File: config.mk
export PLATFORM = sky130hd
export DESIGN_NAME = weighted_adaptive_port_select
export DESIGN_NICKNAME = d
export VERILOG_FILES = /design/src/hw/rtl/wasp_pkg.sv /design/src/hw/rtl/wasp_score.sv /design/src/hw/rtl/wasp_pick.sv /design/src/hw/rtl/weighted_adaptive_port_select.sv
export SDC_FILE = /design/constraint.sdc
export NUM_CORES = 1
export LEC_CHECK = 0
export BUFFER_PORTS_ARGS = -buffer_cell sky130_fd_sc_hd__buf_2
export CORE_ASPECT_RATIO = 1.2
export CORE_UTILIZATION = 54
export CTS_CLUSTER_SIZE = 20
export DETAILED_ROUTE_END_ITERATION = 16
export GPL_TIMING_DRIVEN = 0
export PLACE_DENSITY = 0.78
export SLEW_MARGIN = 30
export SYNTH_ARGS = -nofsm -noshare
export SYNTH_HDL_FRONTEND = slang
export SYNTH_SLANG_ARGS = --single-unit
File: constraint.sdc
create_clock -name clock -period 14.91 [get_ports clock]
set_input_delay 0.7455 -clock clock [delete_from_list [all_inputs] [get_ports clock]]
set_output_delay 0.7455 -clock clock [all_outputs]
set_load 0.05 [all_outputs]
File: src/hw/rtl/wasp_pkg.sv
`default_nettype none

package wasp_pkg;

   // field widths
   localparam int OFFSET_BITS = 4;
   localparam int RANDOM_BITS = 8;
   localparam int NUM_PORTS   = 4;
   localparam int PORT_BITS   = 2;
   localparam int WEIGHT_BITS = 5;
   localparam int LOAD_BITS   = 7;
   localparam int SCORE_BITS  = 7;
   localparam int MASK_BITS   = 4;
   localparam int DIR_BITS    = 2;
   localparam int TIE_BITS    = 3;
   localparam int CSR_INDEX_BITS = 2;
   localparam int CSR_DATA_BITS  = 7;

   // arrival directions
   localparam logic [DIR_BITS-1:0] DIR_FORWARD = 2'd1;
   localparam logic [DIR_BITS-1:0] DIR_BACK    = 2'd2;

   // output ports
   typedef enum logic [PORT_BITS-1:0] {
      PORT_EAST  = 2'd0,
      PORT_WEST  = 2'd1,
      PORT_NORTH = 2'd2,
      PORT_SOUTH = 2'd3
   } port_type;

   // register indexes
   typedef enum logic [CSR_INDEX_BITS-1:0] {
      CSR_PROGRESSIVE_WEIGHT = 2'd0,
      CSR_BUSY_WEIGHT        = 2'd1,
      CSR_LOAD_WEIGHT        = 2'd2,
      CSR_LOAD_THRESHOLD     = 2'd3
   } csr_index_type;

   // reset values of the weights and threshold
   localparam logic signed [WEIGHT_BITS-1:0] PROGRESSIVE_WEIGHT_RESET = 5'sd2;
   localparam logic signed [WEIGHT_BITS-1:0] BUSY_WEIGHT_RESET        = -5'sd1;
   localparam logic signed [WEIGHT_BITS-1:0] LOAD_WEIGHT_RESET        = -5'sd4;
   localparam logic [LOAD_BITS-1:0]          LOAD_THRESHOLD_RESET     = 7'd50;

   typedef struct packed {
      logic signed [WEIGHT_BITS-1:0] progressive_weight;
      logic signed [WEIGHT_BITS-1:0] busy_weight;
      logic signed [WEIGHT_BITS-1:0] load_weight;
      logic [LOAD_BITS-1:0]          load_threshold;
   } weights_type;

   // request beat, last member in the lowest bits
   typedef struct packed {
      logic [RANDOM_BITS-1:0] tie_random;
      logic [MASK_BITS-1:0]   busy_mask;
      logic [LOAD_BITS-1:0]   load_south;
      logic [LOAD_BITS-1:0]   load_north;
      logic [LOAD_BITS-1:0]   load_west;
      logic [LOAD_BITS-1:0]   load_east;
      logic                   y_south;
      logic [OFFSET_BITS-1:0] y_offset;
      logic                   x_east;
      logic [OFFSET_BITS-1:0] x_offset;
      logic [DIR_BITS-1:0]    arrival_direction;
      logic [MASK_BITS-1:0]   port_present;
   } req_item_type;

   // response beat, last member in the lowest bits
   typedef struct packed {
      logic [OFFSET_BITS-1:0]       new_y_offset;
      logic [OFFSET_BITS-1:0]       new_x_offset;
      logic signed [SCORE_BITS-1:0] best_score;
      logic [PORT_BITS-1:0]         selected_port;
   } rsp_item_type;

   typedef struct packed {
      logic         no_route;
      rsp_item_type data;
   } route_result_type;

   // one scored port
   typedef struct packed {
      logic                         cand;
      logic signed [SCORE_BITS-1:0] score;
   } port_eval_type;

   localparam int REQ_ITEM_BITS = $bits(req_item_type);
   localparam int REQ_DATA_BITS = ((REQ_ITEM_BITS + 7) / 8) * 8;
   localparam int RSP_ITEM_BITS = $bits(rsp_item_type);
   localparam int RSP_DATA_BITS = ((RSP_ITEM_BITS + 7) / 8) * 8;

endpackage

`default_nettype wire

File: src/hw/rtl/wasp_score.sv
`default_nettype none

module wasp_score (
   input  wire wasp_pkg::req_item_type  item,
   input  wire wasp_pkg::weights_type   weights,
   output wasp_pkg::port_eval_type      evals [wasp_pkg::NUM_PORTS]
);
   import wasp_pkg::*;

   logic [LOAD_BITS-1:0]         load [NUM_PORTS];
   logic [NUM_PORTS-1:0]         prog;
   logic signed [SCORE_BITS-1:0] prog_term;
   logic signed [SCORE_BITS-1:0] load_term;
   logic signed [SCORE_BITS-1:0] busy_term;

   assign load[PORT_EAST]  = item.load_east;
   assign load[PORT_WEST]  = item.load_west;
   assign load[PORT_NORTH] = item.load_north;
   assign load[PORT_SOUTH] = item.load_south;

   // ports that shorten a remaining offset
   assign prog[PORT_EAST]  = (item.x_offset != '0) &&  item.x_east;
   assign prog[PORT_WEST]  = (item.x_offset != '0) && !item.x_east;
   assign prog[PORT_NORTH] = (item.y_offset != '0) && !item.y_south;
   assign prog[PORT_SOUTH] = (item.y_offset != '0) &&  item.y_south;

   // weights widened once to score width
   assign prog_term = SCORE_BITS'(weights.progressive_weight);
   assign load_term = SCORE_BITS'(weights.load_weight);
   assign busy_term = SCORE_BITS'(weights.busy_weight);

   // candidate flag and score per port, even ports forward, odd ports back
   always_comb begin
      for (int p = 0; p < NUM_PORTS; p++) begin
         evals[p].cand  = item.port_present[p] &&
                          (((p % 2) == 0) ? (item.arrival_direction != DIR_FORWARD)
                                          : (item.arrival_direction != DIR_BACK));
         evals[p].score = (prog[p] ? prog_term : '0) +
                          ((load[p] > weights.load_threshold) ? load_term : '0) +
                          (item.busy_mask[p] ? busy_term : '0);
      end
   end

endmodule

`default_nettype wire

File: src/hw/rtl/wasp_pick.sv
`default_nettype none

module wasp_pick (
   input  wire wasp_pkg::port_eval_type            evals [wasp_pkg::NUM_PORTS],
   input  wire [wasp_pkg::RANDOM_BITS-1:0]         tie_random,
   input  wire [wasp_pkg::OFFSET_BITS-1:0]         x_offset,
   input  wire [wasp_pkg::OFFSET_BITS-1:0]         y_offset,
   output wasp_pkg::route_result_type              result
);
   import wasp_pkg::*;

   localparam int PROD_BITS = RANDOM_BITS + TIE_BITS;

   logic                         have;
   logic signed [SCORE_BITS-1:0] best;
   logic [TIE_BITS-1:0]          ties;
   logic [PROD_BITS-1:0]         prod;
   logic [TIE_BITS-1:0]          pick;
   logic [TIE_BITS-1:0]          seen;
   logic                         found;
   logic [PORT_BITS-1:0]         chosen;

   // highest candidate score, first candidate seeds it
   always_comb begin
      have = 1'b0;
      best = '0;
      for (int p = 0; p < NUM_PORTS; p++) begin
         if (evals[p].cand && (!have || (evals[p].score > best))) begin
            best = evals[p].score;
         end
         have = have | evals[p].cand;
      end
   end

   // number of candidates sharing the best score
   always_comb begin
      ties = '0;
      for (int p = 0; p < NUM_PORTS; p++) begin
         ties = ties + TIE_BITS'(evals[p].cand && (evals[p].score == best));
      end
   end

   // tie index scaled from the random value
   assign prod = PROD_BITS'(tie_random) * PROD_BITS'(ties);
   assign pick = prod[RANDOM_BITS +: TIE_BITS];

   // walk the tied ports in ascending order
   always_comb begin
      seen   = '0;
      found  = 1'b0;
      chosen = PORT_EAST;
      for (int p = 0; p < NUM_PORTS; p++) begin
         if (!found && evals[p].cand && (evals[p].score == best)) begin
            if (seen == pick) begin
               chosen = PORT_BITS'(p);
               found  = 1'b1;
            end
            seen = seen + 1'b1;
         end
      end
   end

   // result with saturating offset update
   always_comb begin
      result = '0;
      if (!have) begin
         result.no_route = 1'b1;
      end else begin
         result.data.selected_port = chosen;
         result.data.best_score    = best;
         result.data.new_x_offset  = x_offset;
         result.data.new_y_offset  = y_offset;
         if ((chosen == PORT_EAST) || (chosen == PORT_WEST)) begin
            if (x_offset != '0) begin
               result.data.new_x_offset = x_offset - 1'b1;
            end
         end else begin
            if (y_offset != '0) begin
               result.data.new_y_offset = y_offset - 1'b1;
            end
         end
      end
   end

endmodule

`default_nettype wire

File: src/hw/rtl/weighted_adaptive_port_select.sv
// the input and result registers form a two-entry pipeline from request to response
// throughput: one beat per cycle while rsp_tready is high; a request is taken while
//   a response waits if the input register is empty
// reset: synchronous active-high reset empties both registers and loads the weight
//   registers with 2, -1, -4 and threshold 50
`default_nettype none

module weighted_adaptive_port_select (
   input  wire                                 clock,
   input  wire                                 reset,
   // port_present, arrival_direction, x_offset, x_east, y_offset, y_south,
   // load_east, load_west, load_north, load_south, busy_mask, tie_random
   input  wire [wasp_pkg::REQ_DATA_BITS-1:0]   req_tdata,
   input  wire                                 req_tvalid,
   output logic                                req_tready,
   // selected_port, best_score, new_x_offset, new_y_offset, zero fill
   output logic [wasp_pkg::RSP_DATA_BITS-1:0]  rsp_tdata,
   // no_route
   output logic                                rsp_tuser,
   output logic                                rsp_tvalid,
   input  wire                                 rsp_tready,
   input  wire                                 csr_we,
   input  wire [wasp_pkg::CSR_INDEX_BITS-1:0]  csr_index,
   input  wire [wasp_pkg::CSR_DATA_BITS-1:0]   csr_wdata
);
   import wasp_pkg::*;

   weights_type      weights_ff, weights_in;
   logic             s1_valid_ff, s1_valid_in;
   req_item_type     s1_item_ff, s1_item_in;
   logic             out_valid_ff, out_valid_in;
   route_result_type out_result_ff, out_result_in;
   logic             s2_ready;
   port_eval_type    evals [NUM_PORTS];
   route_result_type result;

   // weight registers
   always_comb begin
      weights_in = weights_ff;
      if (csr_we) begin
         case (csr_index_type'(csr_index))
            CSR_PROGRESSIVE_WEIGHT: weights_in.progressive_weight = csr_wdata[WEIGHT_BITS-1:0];
            CSR_BUSY_WEIGHT:        weights_in.busy_weight        = csr_wdata[WEIGHT_BITS-1:0];
            CSR_LOAD_WEIGHT:        weights_in.load_weight        = csr_wdata[WEIGHT_BITS-1:0];
            CSR_LOAD_THRESHOLD:     weights_in.load_threshold     = csr_wdata[LOAD_BITS-1:0];
            default:                weights_in = weights_ff;
         endcase
      end
   end

   always_ff @(posedge clock) begin
      if (reset) begin
         weights_ff.progressive_weight <= PROGRESSIVE_WEIGHT_RESET;
         weights_ff.busy_weight        <= BUSY_WEIGHT_RESET;
         weights_ff.load_weight        <= LOAD_WEIGHT_RESET;
         weights_ff.load_threshold     <= LOAD_THRESHOLD_RESET;
      end else begin
         weights_ff <= weights_in;
      end
   end

   // pipeline handshake
   assign s2_ready   = !out_valid_ff || rsp_tready;
   assign req_tready = !s1_valid_ff || s2_ready;

   // input register
   always_comb begin
      s1_valid_in = s1_valid_ff;
      s1_item_in  = s1_item_ff;
      if (req_tready) begin
         s1_valid_in = req_tvalid;
         s1_item_in  = req_item_type'(req_tdata[REQ_ITEM_BITS-1:0]);
      end
   end

   // result register
   always_comb begin
      out_valid_in  = out_valid_ff;
      out_result_in = out_result_ff;
      if (s2_ready) begin
         out_valid_in  = s1_valid_ff;
         out_result_in = result;
      end
   end

   always_ff @(posedge clock) begin
      if (reset) begin
         s1_valid_ff  <= 1'b0;
         out_valid_ff <= 1'b0;
      end else begin
         s1_valid_ff  <= s1_valid_in;
         out_valid_ff <= out_valid_in;
      end
   end

   always_ff @(posedge clock) begin
      s1_item_ff    <= s1_item_in;
      out_result_ff <= out_result_in;
   end

   // per-port scoring
   wasp_score u_score (
      .item    (s1_item_ff),
      .weights (weights_ff),
      .evals   (evals)
   );

   // best port and tie pick
   wasp_pick u_pick (
      .evals      (evals),
      .tie_random (s1_item_ff.tie_random),
      .x_offset   (s1_item_ff.x_offset),
      .y_offset   (s1_item_ff.y_offset),
      .result     (result)
   );

   // response beat
   assign rsp_tvalid = out_valid_ff;
   assign rsp_tuser  = out_result_ff.no_route;
   assign rsp_tdata  = RSP_DATA_BITS'(out_result_ff.data);

   // a response without a route carries all-zero data
   assert property (@(posedge clock) disable iff (reset)
      (rsp_tvalid && rsp_tuser) |-> (rsp_tdata == '0))
      else $error("no_route response with nonzero data");

   // a filled input register reaches the result register when it is free
   assert property (@(posedge clock) disable iff (reset)
      (s1_valid_ff && s2_ready) |=> out_valid_ff)
      else $error("pipeline lost a beat between stages");

   // a stalled input register keeps its beat
   assert property (@(posedge clock) disable iff (reset)
      (s1_valid_ff && !s2_ready) |=> (s1_valid_ff && $stable(s1_item_ff)))
      else $error("input register changed while stalled");

   // an accepted request always lands in the input register
   assert property (@(posedge clock) disable iff (reset)
      (req_tvalid && req_tready) |=> s1_valid_ff)
      else $error("accepted request beat dropped");

endmodule

`default_nettype wire
==> results.md, run 1 <==
* Initial core utilization at 0.559
* Static Leak at 4.75 nW
* Placement Cell Area at ~9200 um2
* CP required at between 15000 and 20000 ps
* Worst hold path class: flop to flop
* Flops & latches, synth at 98
* Max incr delay on CP at 520 ps
* Worst-margin pin slew at 948 ps
* Clk_lat worst skew at 360 ps
* Yosys cell types at 89
* Syn-to-layout area delta at 26.5%
* H-tree Lvls at 3
* Cts hold-fix bufs at 0
* Ant diodes at 0
* Number of synthesized flops with an enable pin at 74
* Post-route cell area at 10700 um2
* Clock tree buffer depth at 2
* Status: complete, no violations
* Bufs and invs on worst path at 11
* DRC Markers at 0
* Fillers at 1112
* WP data arrival at around 15000 ps
* Netlist Area Pre-Place at 8470 um2
* Area of the multi-input gates at between 5000 and 6000 um2
* FF-to-FF setup slack at 180 ps
* Async SR Flop Fraction at 0
* Ys flop type: edfxtp_1
* Dpl cells at ~1200
* WHS Endpoint: weights_ff[3]
* Post-route minimum period at 14730 ps
* Crit path depth at 81
* Depth of the most critical reg-to-reg path at between 80 and 90
* Dpl hpwl at 17.1 mm
* Detailed-route via count at 7778
* Achievable Freq at 0.0679 GHz
* Gr usage total at 0.302
* Critical path fanouts, max at 10
* Max-slew violation count at 0
* Critical R2R Capture: rsp_tdata[16]
* Final Hold Viols at 0
* Initial antenna violation count at 0
* Finished Layout Cells at 1294
* Vias in the first global route at ~7500
* Die Area at 16200 um2
* Clk Tree Root Cell: clkbuf_16
* Final wirelength at 24.7 mm
* Setup Total Neg Slack at 0 ps
* Max VDD drop at ~99 uV
* Syn Area/Cell at 9.28 um2
* Global-route wire length before repair at 37.3 mm
* Layout cell share with drive strength beyond 1 at 0.289
* IO buf count at 89
* TritonCTS buffer count at 9
* Power density over the cells at 156 nW/um2
* Gate Count Post-Synth at 913
* Critical path class: flop to flop
* Setup violators final at 0
* I/O pins at 97
* Post-DRT Antenna Nets at 0
* Die Ht at 139 um
* Die Width at 116 um
* Core region area at 15100 um2
* Ys Warns at 0
* CP endpoint kind: flop
* Seq/Total Area, Yosys at 0.319
* Register Area at ~2700 um2
* Hold Path Depth at 2
* GPL Wtd Cong at 1.02
* Initial DRC count at 777
* Nets at 1263
* Max-cap violation count at 0
* Worst slew margin at 0.364
* Reg clk slew, reported paths at 80 ps
* FP Rows at 49
* DR vias/cell at 6.01
* WL/cell at about 19 um
* # clock sinks at 98
* Largest net degree at the start of global routing at 40
* TritonCTS clock tree: yes
* First-pass DRT Iterations at 5
* Tcrit/Tclk final at 0.988
* Worst hold start: weights_ff[3]
* Family with the most delay on the worst path: compound AO/OA/AOI/OAI gates
* Critical Path Slowest Stage Cell: fa_1
* CP Launch Type: flop
* FF-to-FF Start: s1_item_ff[17]
* Clk_skew at 10.8 ps
* GRT overflow at 0
[how the worst max path moves through the flow]
stage,startpoint,endpoint
CTS,s1_item_ff[17],rsp_tdata[16]
finish,s1_item_ff[17],rsp_tdata[16]
global route,s1_item_ff[17],rsp_tdata[13]
floorplan,s1_item_ff[17],rsp_tdata[16]
global placement,weights_ff[1],rsp_tdata[16]
detailed placement,weights_ff[1],rsp_tdata[16]
[cell families (layout without fill, tap and decap cells)]
group,after synthesis,count (layout),share of synthesized area
mux,14,14,0.0174
other cells,1,7,0.000443
compound gates,204,204,0.179
buf+inv,116,287,0.0580
simple gates,327,327,0.192
xor+xnor,44,44,0.0464
flops,98,98,0.319
fa+ha+maj,109,109,0.188
[repair_timing]
action	CTS	global route
endpoints found under the hold margin	0	0
gates resized for setup	84	60
pin swaps	37	52
endpoints found under the setup margin	10	10
buffers inserted	42	24
[synthesized netlist by cell type (all sizes together), types with 23 or more instances]
cell	count	area, um2
nand2	119	449
edfxtp	74	2220
xnor2	28	245
a21oi	42	233
dfxtp	24	480
nor2	60	230
fa	31	621
and2	27	170
inv	87	329
o21ai	47	235
ha	77	963
nand2b	23	144
[sequential cells by signal (all words and copies together) (netlist names)]
signal       flops
rsp_tdata       17
rsp_tuser        1
rsp_tvalid       1
s1_item_ff      56
s1_valid_ff      1
weights_ff      22
[where the power goes]
part	total [mW]	internal [mW]	switching, mW
sequential	0.347	0.333	0.0139
clock	0.243	0.128	0.115
combinational	1.08	0.444	0.638
total	1.67	0.906	0.767
[layer usage]
layer,part of all wire,GRT usage,wire (um),vias to the layer above
met4,0.056,0.192,1380,0
met3,0.071,0.0497,1740,119
li1,-,-,-,3579
met2,0.50,0.508,12400,433
met5,0,0,0,-
met1,0.37,0.351,9140,3647
[placed cells by master (no fill, tap or decap), types with 9 or more instances in the layout]
cell and n:
o21ai_0 23, nor2_1 55, and2_1 23, or2_2 10, xnor2_1 25, mux2i_1 10, nor2b_1 12, ha_4 10
nand2b_1 21, a21oi_1 30, edfxtp_1 74, a211o_1 14, nand3_1 15, a21o_1 11, dfxtp_1 22, fa_1 27
xor2_1 11, ha_1 63, o21ai_1 17, nand2_1 113, inv_1 77, clkbuf_16 10, o211ai_1 9, buf_4 73
buf_2 92, clkbuf_1 9, nor3_1 12
[metrics by stage]
stage | total power [mW] | utilization | worst slack [ps] | hold WS (ps)
3_5_place_dp | 1.15 | 0.610 | -3160 | 451
2_1_floorplan | 0.958 | - | 18.5 | 436
6_report | 1.67 | 0.708 | 182 | 466
4_1_cts | 1.54 | 0.679 | 5.19 | 467
3_3_place_gp | 1.14 | 0.607 | -3070 | 443
5_1_grt | 1.76 | 0.708 | -244 | 489
[cell type report]
class / count / share of cell area
buffer: 28 / 0.0198
clock buffer: 10 / 0.0233
clock inverter: 6 / 0.00595
inverter: 87 / 0.0316
multi-input combinational: 705 / 0.552
sequential: 98 / 0.252
tap: 204 / 0.0238
timing repair buffer: 156 / 0.0908
[worst min-delay path, delay by kind of cell (launching register included)]
family / cells / cell delay, ps
DFF: 1 / 320
AOI/OAI and AO/OA: 1 / 50
and+or+nand+nor: 1 / 50
Note: power is estimated with default switching activity, not from simulation.
==> run 2: changes to the inputs <==
--- a/config.mk
+++ b/config.mk
@@ -11,7 +11,9 @@
 export CTS_CLUSTER_SIZE = 20
 export DETAILED_ROUTE_END_ITERATION = 16
 export GPL_TIMING_DRIVEN = 0
-export PLACE_DENSITY = 0.78
+export MAX_ROUTING_LAYER = met4
+export PLACE_DENSITY = 0.79
+export REMOVE_ABC_BUFFERS = 1
 export SLEW_MARGIN = 30
 export SYNTH_ARGS = -nofsm -noshare
 export SYNTH_HDL_FRONTEND = slang
==> run 2 against run 1 <==
Compared with the run above: clock power is essentially flat; sequential share of layout area grew 0.062 points; maximum frequency grew 1.7%; clock skew grew 0.62 ps; critical path type unchanged; largest power group unchanged; highest routed layer unchanged.
==> results.md, run 2 (same netlist as run 1, synthesis figures left out) <==
* Gr usage total at 0.298 (was 0.302)
* TritonCTS clock tree: yes (unchanged)
* Clk_lat worst skew at 370 ps (was 360 ps)
* DRC Markers at 0 (unchanged)
* FP Rows at 49 (unchanged)
* Vias in the first global route at 7291 (was 7527)
* GRT overflow at 0 (unchanged)
* CP Launch Type: flop (unchanged)
* Worst hold path class: flop to flop (unchanged)
* Final wirelength at 24.1 mm (was 24.7 mm)
* Biggest register: s1_item_ff (unchanged)
* Commonest non-fill, non-tap cell in the layout: nand2_1 (unchanged)
* Dpl hpwl at 15.9 mm (was 17.1 mm)
* Detailed-route via count at 7704 (was 7778)
* Syn-to-layout area delta at 26.1% (was 26.5%)
* Static Leak at 4.66 nW (was 4.75 nW)
* CP endpoint kind: flop (unchanged)
* Clk Tree Root Cell: clkbuf_16 (unchanged)
* Fillers at 1090 (was 1112)
* Die Ht at 139 um (unchanged)
* Reg clk slew, reported paths at 70 ps (was 80 ps)
* Layout cell share with drive strength beyond 1 at 0.286 (was 0.289)
* Worst-margin pin slew at 989 ps (was 948 ps)
* Total power at 1.66 mW (was 1.67 mW)
* Die Area at 16200 um2 (unchanged)
* Critical path class: flop to flop (unchanged)
* Dpl cells at 1185 (was 1213)
* DR vias/cell at 6.11 (was 6.01)
* Ant diodes at 0 (unchanged)
* I/O pins at 97 (unchanged)
* Tcrit/Tclk final at 0.971 (was 0.988)
* Initial DRC count at 642 (was 777)
* IO buf count at 89 (unchanged)
* Largest net degree at the start of global routing at 38 (was 40)
* First-pass DRT Iterations at 6 (was 5)
* Register Area at 2700 um2 (was 2710 um2)
* Clk_skew at 11.4 ps (was 10.8 ps)
* Worst slew margin at 0.336 (was 0.364)
* Setup violators final at 0 (unchanged)
* H-tree Lvls at 3 (unchanged)
* Achievable Freq at 0.0691 GHz (was 0.0679 GHz)
* GPL Wtd Cong at 0.975 (was 1.02)
* Final Hold Viols at 0 (unchanged)
* Clock tree buffer depth at 2 (unchanged)
* Initial core utilization at 0.559 (unchanged)
* TritonCTS buffer count at 9 (unchanged)
* Post-route minimum period at 14480 ps (was 14730 ps)
* CP required at 15130 ps (about the same)
* Nets at 1230 (was 1263)
* Critical Path Slowest Stage Cell: fa_1 (unchanged)
* Area of the multi-input gates at 6100 um2 (was 5920 um2)
* Finished Layout Cells at 1261 (was 1294)
* Max reg flops at 56 (unchanged)
* Die Width at 116 um (unchanged)
* Max-cap violation count at 0 (unchanged)
* # clock sinks at 98 (unchanged)
* WP data arrival at 14690 ps (was 14950 ps)
* Power density over the cells at 155 nW/um2 (was 156 nW/um2)
* Final hold slack at 460 ps (was 466 ps)
* Cts hold-fix bufs at 0 (unchanged)
* Initial antenna violation count at 0 (unchanged)
* Global-route wire length before repair at 35.9 mm (was 37.3 mm)
* Post-DRT Antenna Nets at 0 (unchanged)
* Status: complete, no violations (unchanged)
* Most used cell along the critical path: ha_4
* Core region area at 15100 um2 (unchanged)
* Commonest non-fill, non-tap cells in the layout: 109 x nand2_1, 89 x buf_2, 78 x inv_1, 74 x edfxtp_1, 60 x ha_1 (was 113 x nand2_1, 92 x buf_2, 77 x inv_1, 74 x edfxtp_1, 73 x buf_4)
* Max VDD drop at 98.4 uV (was 98.5 uV)
* Max-slew violation count at 0 (unchanged)
* Max incr delay on CP at 530 ps (was 520 ps)
* WL/cell at 19.1 um (about the same)
* Critical path fanouts, max at 17 (was 10)
[run 2: cell count changes in the layout (fill, tap and decap cells not counted), sizes merged]
cell and change:
buf -23, clkbuf -10, clkinv +2, inv -2
[run 2: layout make-up]
type                       instances  share of cell area
tap                              204              0.0239
multi-input combinational        705               0.571
sequential                        98               0.253
clock inverter                     6             0.00644
clock buffer                      10              0.0234
inverter                          87              0.0317
timing repair buffer             151              0.0910
[run 2: worst paths after layout]
kind	slack (ps)	endpoint	cells past startpoint	start
min reg2reg	460	weights_ff[6]	2	weights_ff[6]
min	460	weights_ff[6]	2	weights_ff[6]
max	430	rsp_tdata[16]	71	s1_item_ff[17]
max reg2reg	430	rsp_tdata[16]	71	s1_item_ff[17]
[run 2: routing by layer]
layer	track usage	up-vias	share of wire
met3	0.0544	150	0.074
met4	0.174	0	0.060
met2	0.494	406	0.51
met5	-	-	0
met1	0.331	3627	0.35
li1	-	3521	-
[run 2: metrics by stage]
step           utilization  setup WS (ps)  setup TNS, ps  instance area, um2
5_1_grt              0.706           -199           -751               10700
2_1_floorplan            -           -537          -2950                8330
4_1_cts              0.649           12.1              0                9820
6_report             0.706            434              0               10700
3_5_place_dp         0.600          -2850         -25770                9090
3_3_place_gp         0.596          -3610         -33270                9030
[run 2: where the power goes]
| part | total (mW) | internal, mW | switching [mW] |
|---|---|---|---|
| sequential | 0.348 | 0.333 | 0.0148 |
| combinational | 1.07 | 0.437 | 0.629 |
| clock | 0.244 | 0.128 | 0.116 |
[run 2: worst max-delay path, delay by kind of cell, from the launching register on]
family | cells | cell delay, ps
and+or+nand+nor | 20 | 3810
xor gates and xnor gates | 2 | 280
buffers and inverters | 8 | 1000
AOI/OAI and AO/OA | 31 | 5460
DFF | 1 | 420
adders and majority gates | 10 | 3340
[run 2: timing repair]
item,4_1_cts,5_1_grt
pin swaps,19,77
gates resized for setup,51,106
endpoints found under the setup margin,10,10
buffers inserted,17,42
cloned,0,1
